$ cat src/sv/phcp_pkg.sv
// Shared types, constants and helper functions for the prefixed hex command parser.
`default_nettype none

package phcp_pkg;

    // Status codes carried on the result channel
    typedef enum logic [1:0] {
        ST_DATA = 2'd0,
        ST_OK   = 2'd1,
        ST_ERR  = 2'd2
    } status_t;

    // One result item
    typedef struct packed {
        logic [7:0] data_byte;
        logic [6:0] byte_count;
        status_t    status;
        logic       last;
    } res_t;

    // Byte buffer size behind the parser; caps the configured limit
    localparam int BUFFER_BYTES = 64;
    localparam logic [6:0] LIMIT_CAP =
        (BUFFER_BYTES >= 127) ? 7'd127 : 7'(BUFFER_BYTES);

    localparam logic [6:0] MAX_BYTES_RESET = 7'd64;

    localparam int PREFIX_LEN = 6;
    localparam logic [2:0] PREFIX_LAST = 3'(PREFIX_LEN - 1);

    localparam logic [7:0] CH_NUL  = 8'h00;
    localparam logic [7:0] CH_0    = 8'h30;
    localparam logic [7:0] CH_9    = 8'h39;
    localparam logic [7:0] CH_UC_A = 8'h41;
    localparam logic [7:0] CH_UC_F = 8'h46;
    localparam logic [7:0] CH_LC_A = 8'h61;
    localparam logic [7:0] CH_LC_F = 8'h66;
    localparam logic [7:0] ALPHA_BASE = 8'd10;

    // Expected prefix character "@send " by position
    function automatic logic [7:0] prefix_char(input logic [2:0] pos);
        logic [7:0] c;
        begin
            unique case (pos)
                3'd0:    c = 8'h40;  // '@'
                3'd1:    c = 8'h73;  // 's'
                3'd2:    c = 8'h65;  // 'e'
                3'd3:    c = 8'h6E;  // 'n'
                3'd4:    c = 8'h64;  // 'd'
                3'd5:    c = 8'h20;  // ' '
                default: c = 8'hFF;
            endcase
            return c;
        end
    endfunction

    // {bad, value}: bad set when c is not a hex digit
    function automatic logic [4:0] hex_value(input logic [7:0] c);
        logic [4:0] v;
        begin
            if (c >= CH_LC_A && c <= CH_LC_F)
                v = {1'b0, 4'(c - CH_LC_A + ALPHA_BASE)};
            else if (c >= CH_UC_A && c <= CH_UC_F)
                v = {1'b0, 4'(c - CH_UC_A + ALPHA_BASE)};
            else if (c >= CH_0 && c <= CH_9)
                v = {1'b0, 4'(c - CH_0)};
            else
                v = 5'b1_0000;
            return v;
        end
    endfunction

endpackage

`default_nettype wire

$ cat src/sv/prefixed_hex_command_parser_core.sv
// Top level of the prefixed hex command parser: input, limit, parser and result registers.
//
//  channel   signals                         direction  transfer when
//  -------   ------------------------------  ---------  --------------------------
//  input     in_valid, in_stall, char_in     in         in_valid && !in_stall
//  output    out_valid, out_stall, data_byte,
//            byte_count, status, last        out        out_valid && !out_stall
//  config    cfg_wr_en, cfg_wr_data          in         cfg_wr_en
//
//  One character per cycle sustained while the output is not stalled: a character is
//  decoded while it sits in the input register and lands in the result register
//  once that register has room. Characters that give no result retire from the
//  input register without touching the output.
//  Reset clears the parser to the start of a command, empties both registers and
//  sets the byte limit to 64. No clearing pass is needed.
//  While the output is stalled with a result held, the input register holds one
//  more character and in_stall rises only once that register is also occupied.
`default_nettype none

module prefixed_hex_command_parser_core (
    input  wire logic       clk,
    input  wire logic       rst_n,
    input  wire logic       in_valid,
    output logic            in_stall,
    input  wire logic [7:0] char_in,
    output logic            out_valid,
    input  wire logic       out_stall,
    output logic [7:0]      data_byte,
    output logic [6:0]      byte_count,
    output logic [1:0]      status,
    output logic            last,
    input  wire logic       cfg_wr_en,
    input  wire logic [6:0] cfg_wr_data
);
    import phcp_pkg::*;

    logic       s1_valid_reg;
    logic [7:0] s1_char_reg;
    logic [6:0] max_bytes_reg;
    logic [6:0] limit;

    logic       out_free;
    logic       s1_move;
    logic       in_take;
    logic       res_valid;
    res_t       res;
    res_t       out_res;

    // effective limit is min(max_bytes, buffer size)
    assign limit = (max_bytes_reg > LIMIT_CAP) ? LIMIT_CAP : max_bytes_reg;

    // held character retires when the result register has room
    assign s1_move  = s1_valid_reg && out_free;
    assign in_stall = s1_valid_reg && !out_free;
    assign in_take  = in_valid && !in_stall;

    always_ff @(posedge clk or negedge rst_n)
    begin
        if (!rst_n)
            s1_valid_reg <= 1'b0;
        else if (in_take)
            s1_valid_reg <= 1'b1;
        else if (s1_move)
            s1_valid_reg <= 1'b0;
    end

    always_ff @(posedge clk)
    begin
        if (in_take)
            s1_char_reg <= char_in;
    end

    always_ff @(posedge clk or negedge rst_n)
    begin
        if (!rst_n)
            max_bytes_reg <= MAX_BYTES_RESET;
        else if (cfg_wr_en)
            max_bytes_reg <= cfg_wr_data;
    end

    phcp_parser u_parser (
        .clk       (clk),
        .rst_n     (rst_n),
        .step      (s1_move),
        .char_in   (s1_char_reg),
        .limit     (limit),
        .res_valid (res_valid),
        .res       (res)
    );

    phcp_out_reg u_out_reg (
        .clk       (clk),
        .rst_n     (rst_n),
        .load      (s1_move),
        .res_valid (res_valid),
        .res       (res),
        .out_stall (out_stall),
        .out_free  (out_free),
        .out_valid (out_valid),
        .out_res   (out_res)
    );

    assign data_byte  = out_res.data_byte;
    assign byte_count = out_res.byte_count;
    assign status     = out_res.status;
    assign last       = out_res.last;

    a_stall_needs_held: assert property (@(posedge clk) disable iff (!rst_n)
        in_stall |-> (s1_valid_reg && out_valid))
        else $error("input stalled with nothing held");

    a_held_char_kept: assert property (@(posedge clk) disable iff (!rst_n)
        (s1_valid_reg && !s1_move) |=> (s1_valid_reg && $stable(s1_char_reg)))
        else $error("held character lost before decode");

    a_limit_capped: assert property (@(posedge clk) disable iff (!rst_n)
        (limit <= LIMIT_CAP) && (limit <= max_bytes_reg))
        else $error("effective limit above cap");

endmodule

`default_nettype wire

$ cat src/sv/phcp_parser.sv
// Parser state and combinational character decode.
`default_nettype none

module phcp_parser (
    input  wire logic          clk,
    input  wire logic          rst_n,
    input  wire logic          step,
    input  wire logic [7:0]    char_in,
    input  wire logic [6:0]    limit,
    output logic               res_valid,
    output phcp_pkg::res_t     res
);
    import phcp_pkg::*;

    typedef enum logic [3:0] {
        PH_PREFIX = 4'b0001,
        PH_HIGH   = 4'b0010,
        PH_LOW    = 4'b0100,
        PH_DONE   = 4'b1000
    } phase_t;

    phase_t     phase_reg, phase_next;
    logic [2:0] pos_reg, pos_next;
    logic [3:0] nibble_reg, nibble_next;
    logic [6:0] bytes_reg, bytes_next;

    logic [4:0] hv;
    logic       is_nul;
    logic [6:0] bytes_inc;
    logic       do_rearm;

    assign hv        = hex_value(char_in);
    assign is_nul    = (char_in == CH_NUL);
    assign bytes_inc = bytes_reg + 7'd1;

    always_comb
    begin
        phase_next  = phase_reg;
        pos_next    = pos_reg;
        nibble_next = nibble_reg;
        bytes_next  = bytes_reg;
        do_rearm    = 1'b0;
        res_valid   = 1'b0;
        res.data_byte  = 8'd0;
        res.byte_count = bytes_reg;
        res.status     = ST_DATA;
        res.last       = 1'b0;

        if (step)
        begin
            unique case (phase_reg)
                PH_PREFIX:
                begin
                    if (char_in != prefix_char(pos_reg))
                    begin
                        res_valid  = 1'b1;
                        res.status = ST_ERR;
                        res.last   = 1'b1;
                        phase_next = PH_DONE;
                        do_rearm   = is_nul;
                    end
                    else if (pos_reg == PREFIX_LAST)
                    begin
                        phase_next = PH_HIGH;
                    end
                    else
                    begin
                        pos_next = pos_reg + 3'd1;
                    end
                end
                PH_HIGH:
                begin
                    if (bytes_reg >= limit || is_nul)
                    begin
                        res_valid  = 1'b1;
                        res.status = ST_OK;
                        res.last   = 1'b1;
                        phase_next = PH_DONE;
                        do_rearm   = is_nul;
                    end
                    else if (hv[4])
                    begin
                        res_valid  = 1'b1;
                        res.status = ST_ERR;
                        res.last   = 1'b1;
                        phase_next = PH_DONE;
                    end
                    else
                    begin
                        nibble_next = hv[3:0];
                        phase_next  = PH_LOW;
                    end
                end
                PH_LOW:
                begin
                    res_valid = 1'b1;
                    res.last  = 1'b1;
                    if (hv[4])
                    begin
                        res.status = ST_ERR;
                        phase_next = PH_DONE;
                        do_rearm   = is_nul;
                    end
                    else
                    begin
                        bytes_next     = bytes_inc;
                        res.data_byte  = {nibble_reg, hv[3:0]};
                        res.byte_count = bytes_inc;
                        res.last       = (bytes_inc >= limit);
                        phase_next     = (bytes_inc >= limit) ? PH_DONE : PH_HIGH;
                    end
                end
                PH_DONE:
                begin
                    do_rearm = is_nul;
                end
            endcase

            if (do_rearm)
            begin
                phase_next = PH_PREFIX;
                pos_next   = 3'd0;
                bytes_next = 7'd0;
            end
        end
    end

    always_ff @(posedge clk or negedge rst_n)
    begin
        if (!rst_n)
        begin
            phase_reg <= PH_PREFIX;
            pos_reg   <= 3'd0;
            bytes_reg <= 7'd0;
        end
        else
        begin
            phase_reg <= phase_next;
            pos_reg   <= pos_next;
            bytes_reg <= bytes_next;
        end
    end

    // held digit: payload only
    always_ff @(posedge clk)
    begin
        nibble_reg <= nibble_next;
    end

    a_phase_onehot: assert property (@(posedge clk) disable iff (!rst_n)
        $onehot(phase_reg))
        else $error("parser phase not one-hot");

    a_pos_range: assert property (@(posedge clk) disable iff (!rst_n)
        (phase_reg == PH_PREFIX) |-> (pos_reg <= PREFIX_LAST))
        else $error("prefix position out of range");

    a_end_last: assert property (@(posedge clk) disable iff (!rst_n)
        (res_valid && res.status != ST_DATA) |-> res.last)
        else $error("end result without last");

    a_rearm_clean: assert property (@(posedge clk) disable iff (!rst_n)
        (step && phase_reg == PH_DONE && is_nul) |=>
            (phase_reg == PH_PREFIX && pos_reg == 3'd0 && bytes_reg == 7'd0))
        else $error("terminator did not rearm parser");

endmodule

`default_nettype wire

$ cat src/sv/phcp_out_reg.sv
// Result register on the output channel.
`default_nettype none

module phcp_out_reg (
    input  wire logic          clk,
    input  wire logic          rst_n,
    input  wire logic          load,
    input  wire logic          res_valid,
    input  wire phcp_pkg::res_t res,
    input  wire logic          out_stall,
    output logic               out_free,
    output logic               out_valid,
    output phcp_pkg::res_t     out_res
);
    import phcp_pkg::*;

    logic valid_reg;
    res_t res_reg;

    // room when empty or when the held result transfers this cycle
    assign out_free  = !valid_reg || !out_stall;
    assign out_valid = valid_reg;
    assign out_res   = res_reg;

    always_ff @(posedge clk or negedge rst_n)
    begin
        if (!rst_n)
            valid_reg <= 1'b0;
        else if (out_free)
            valid_reg <= load && res_valid;
    end

    always_ff @(posedge clk)
    begin
        if (out_free && load && res_valid)
            res_reg <= res;
    end

    a_data_count: assert property (@(posedge clk) disable iff (!rst_n)
        (valid_reg && res_reg.status == ST_DATA) |-> (res_reg.byte_count != 7'd0))
        else $error("data byte with zero count");

    a_no_load_when_full: assert property (@(posedge clk) disable iff (!rst_n)
        (load && !out_free) |-> 1'b0)
        else $error("load while result register blocked");

    a_data_zero: assert property (@(posedge clk) disable iff (!rst_n)
        (valid_reg && res_reg.status != ST_DATA) |-> (res_reg.data_byte == 8'd0))
        else $error("end result carries data");

endmodule

`default_nettype wire
$ cat config.mk
export PLATFORM = sky130hd
export DESIGN_NAME = prefixed_hex_command_parser_core
export DESIGN_NICKNAME = d
export VERILOG_FILES = /design/src/sv/phcp_pkg.sv /design/src/sv/prefixed_hex_command_parser_core.sv /design/src/sv/phcp_parser.sv /design/src/sv/phcp_out_reg.sv
export SDC_FILE = /design/constraint.sdc
export NUM_CORES = 1
export LEC_CHECK = 0
export ABC_CLOCK_PERIOD_IN_PS = 3600
export BUFFER_PORTS_ARGS = -buffer_cell sky130_fd_sc_hd__buf_2
export CORE_ASPECT_RATIO = 0.6
export CORE_MARGIN = 1
export CORE_UTILIZATION = 58
export CTS_BUF_LIST = sky130_fd_sc_hd__clkbuf_16
export DETAILED_ROUTE_END_ITERATION = 8
export PLACE_DENSITY = 0.85
export SLEW_MARGIN = 40
export SYNTH_ARGS = -nofsm -noshare
export SYNTH_HDL_FRONTEND = slang
export SYNTH_HIERARCHICAL = 1
export SYNTH_SLANG_ARGS = --single-unit
$ cat constraint.sdc
create_clock -name clk -period 3.6 [get_ports clk]
set_input_delay 0.72 -clock clk [delete_from_list [all_inputs] [get_ports clk]]
set_output_delay 0.72 -clock clk [all_outputs]
set_load 0.02 [all_outputs]
==> metrics.md <==
| Metric | Value |
|---|---|
| Outcome | `completed` |
| First-pass DRT Iterations | `5` |
| ANT nets after route | `0` |
| Total global-route track usage | `0.247` |
| Critical path type | `reg -> reg` |
| Post-synthesis sequential area ratio | `0.477` |
| Total CTS buffers | `5` |
| Worst R2R Setup Slack | `about 240 ps` |
| CTS clk-pin slew, worst paths | `70 ps` |
| HP Class | `in -> async` |
| Warnings, synthesis | `6` |
| GP Congestion | `0.869` |
| Most frequent cells in the layout | `buf_2 (39), edfxtp_1 (30), ha_1 (27)` |
| Drc violations | `0` |
| Largest net degree at the start of global routing | `24` |
| Final setup viols | `0` |
| Mux cell area share after synthesis | `0.0372` |
| Clk buf depth | `2` |
| Simple-gate area share of the yosys netlist | `0.152` |
| Worst EP required | `approximately 3600 ps` |
| Worst IR Drop VDD | `between 0.2 and 0.25 mV` |
| WL per Instance | `approximately 16 um` |
| Vias post-DR | `2278` |
| Synth async-reset ratio | `0.434` |
| Core area | `about 5000 sq um` |
| # Post-CTS Setup Buffers | `0` |
| Worst-skew pair later-pin latency | `300 ps` |
| Share of cells above drive strength 1 | `0.212` |
| Htree depth | `2` |
| Post-synth EDFFs | `30` |
| Switching power | `about 0.00032 W` |
| Max-Cap Viols | `0` |
| Largest family of logic cells by synthesized area | `simple AND/OR/NAND/NOR gates` |
| Setup ws final | `240 ps` |
| Die Span Y | `approximately 59 um` |
| Internal power | `0.00113 W` |
| XOR/XNOR share of the synthesized area | `0.0481` |
| Slew Viols, Final | `0` |
| Synth top area cells | `edfxtp_1 (29%), dfrtp_1 (17%), ha_1 (11%)` |
| Comb pwr share | `0.091` |
| Root Buffer | `clkbuf_16` |
| Setup TNS | `0 ps` |
| Post-Layout Cell Count | `roughly 390` |
| Hold buffer count at CTS | `0` |
| Post-Route WL | `around 6400 um` |
| DP Cell Count | `379` |
| Synthesis-to-finish area growth | `15.0%` |
| Leak | `1.50 nW` |
| Setup WS pre-CTS | `320 ps` |
| Final hold slack | `402 ps` |
| R2R depth | `10` |
| P per Cell Area | `406 nW/um^2` |
| Yosys cell types | `53` |
| Synth Flop Type | `edfxtp_1` |
| Gr ovfl total | `0` |
| CTS tree | `done` |
| Number of global-route vias before repair | `a little under 2000` |
| Cts repair resizes | `0` |
| Commonest non-fill, non-tap cell in the layout | `buf_2` |
| Global-route wire length before repair | `10100 um` |
| Die Width | `~96 um` |
| Synth Area in Compound Gates | `0.139` |
| Fin nets | `approximately 370` |
| Crit. End Element | `flop` |
| Hpwl dp | `~4600 um` |
| Post-route clock skew | `about 6.0 ps` |
| Mean Syn Cell Area | `approximately 11 sq um` |
| Sequential power share | `0.476` |
| Syn nets | `325` |
| Slew headroom | `0.485` |
| Mapped Cells | `278` |
| Fin util | `0.698` |
| Largest register FFs | `18` |
| Largest fanout on the critical path | `18` |
| Number of synthesized register bits | `53` |
| Synth area leader | `edfxtp_1` |
| Worst Max-Slew Pin Slew | `between 700 and 800 ps` |
| Critical Path Start | `max_bytes_reg[6]` |
| Max Clk Rate | `0.298 GHz` |
| CP Data Arrival Time | `roughly 3400 ps` |
| Clock power frac | `0.433` |
| Die Outline Area | `5650 sq um` |
| TritonCTS Sinks | `53` |
| R2r endpoint | `u_out_reg/out_res[4]` |
| Antenna diodes | `0` |
| Area share of fa/ha/maj cells after synthesis | `0.109` |
| Port bufs | `39` |
| Mapped cell area | `between 3000 and 4000 sq um` |
| Via-per-instance ratio | `just under 6` |
| Initial antenna violation count | `0` |
| End point of the critical path | `u_out_reg/out_res[4]` |
| Starting density of the core | `0.607` |
| Final critical-path required period | `between 3000 and 4000 ps` |
| R2r startpoint | `max_bytes_reg[6]` |
| Row Count | `20` |
| Final Hold Viols | `0` |
| Startpoint types | `flop` |
| IO Count | `40` |
| Drt initial violations | `roughly 170` |
| RSZ-0062 raised after global routing | `false` |
| Post-synth top area share | `0.291` |
| Switching fraction of total power | `0.221` |
| Fin crit share | `0.933` |
-- power by group through the flow --
stage / combinational [W] / clock [W] / sequential [W]
after CTS: 0.000131 / 0.000635 / 0.000688
after global routing: 0.000146 / 0.000652 / 0.000692
after detailed placement: 0.000129 / 0 / 0.000701
final: 0.000132 / 0.000626 / 0.000689
after floorplan: 0.0000986 / 0 / 0.000690
after global placement: 0.000125 / 0 / 0.000699
-- synth_stat cells, types with 3 or more instances --
| cell | count |
|---|---|
| nand2b_1 | 9 |
| o21bai_1 | 3 |
| mux2_4 | 7 |
| buf_2 | 3 |
| o211ai_1 | 4 |
| nand2_1 | 24 |
| a21oi_1 | 9 |
| or2_2 | 3 |
| o31ai_1 | 3 |
| dfrtp_1 | 21 |
| ha_1 | 27 |
| a21o_1 | 5 |
| and2_1 | 9 |
| xor2_1 | 8 |
| nand3_1 | 5 |
| a22o_1 | 7 |
| nor2b_1 | 6 |
| edfxtp_1 | 30 |
| xnor2_1 | 9 |
| inv_1 | 17 |
| o21a_1 | 3 |
| nor2_1 | 22 |
-- worst min path at each step --
stage                             to  cells after the start
2_1_floorplan       max_bytes_reg[0]                      0
3_3_place_gp        max_bytes_reg[3]                      1
3_5_place_dp        max_bytes_reg[1]                      1
4_1_cts        u_parser/phase_reg[2]                      1
5_1_grt             max_bytes_reg[5]                      1
6_report            max_bytes_reg[5]                      1
-- metrics by stage --
| stage | area [sq um] | power [W] |
|---|---|---|
| final | 3560 | 0.00145 |
| after CTS | 3560 | 0.00145 |
| after floorplan | 3100 | 0.000789 |
| after detailed placement | 3370 | 0.000830 |
| after global routing | 3560 | 0.00149 |
| after global placement | 3360 | 0.000824 |
-- per-layer routing --
metal  GRT usage  routed length, um  vias up
li1            -                  -     1080
met1       0.384               3190     1088
met2       0.352               2670      102
met3      0.0646                440        8
met4      0.0441                 49        0
met5           0                  0        -
-- critical path, cell delays in order (launching register included) --
cell and delay, ps:
dfstp_2 600, nor2b_1 90, ha_1 310, nand2b_1 150, a211o_1 320, a2111oi_0 700, nand2_1 210, a22oi_1 250
a21oi_1 130, nand2_1 180, a21oi_4 130
-- logic make-up after synthesis --
| kind of cell | after synthesis |
|---|---|
| mux | 8 |
| xor+xnor | 17 |
| fa+ha+maj | 27 |
| simple gates | 92 |
| buf+inv | 26 |
| flops | 53 |
| compound gates | 55 |
-- final cells by class --
type | instances | area [sq um]
Inverter | 18 | 67.6
Timing Repair Buffer | 43 | 225
Clock buffer | 5 | 125
Fill cell | 376 | 1540
Clock inverter | 3 | 68.8
Tap cell | 66 | 82.6
Multi-Input combinational cell | 199 | 1510
Sequential cell | 53 | 1480
(Power assumes the default switching activity.)
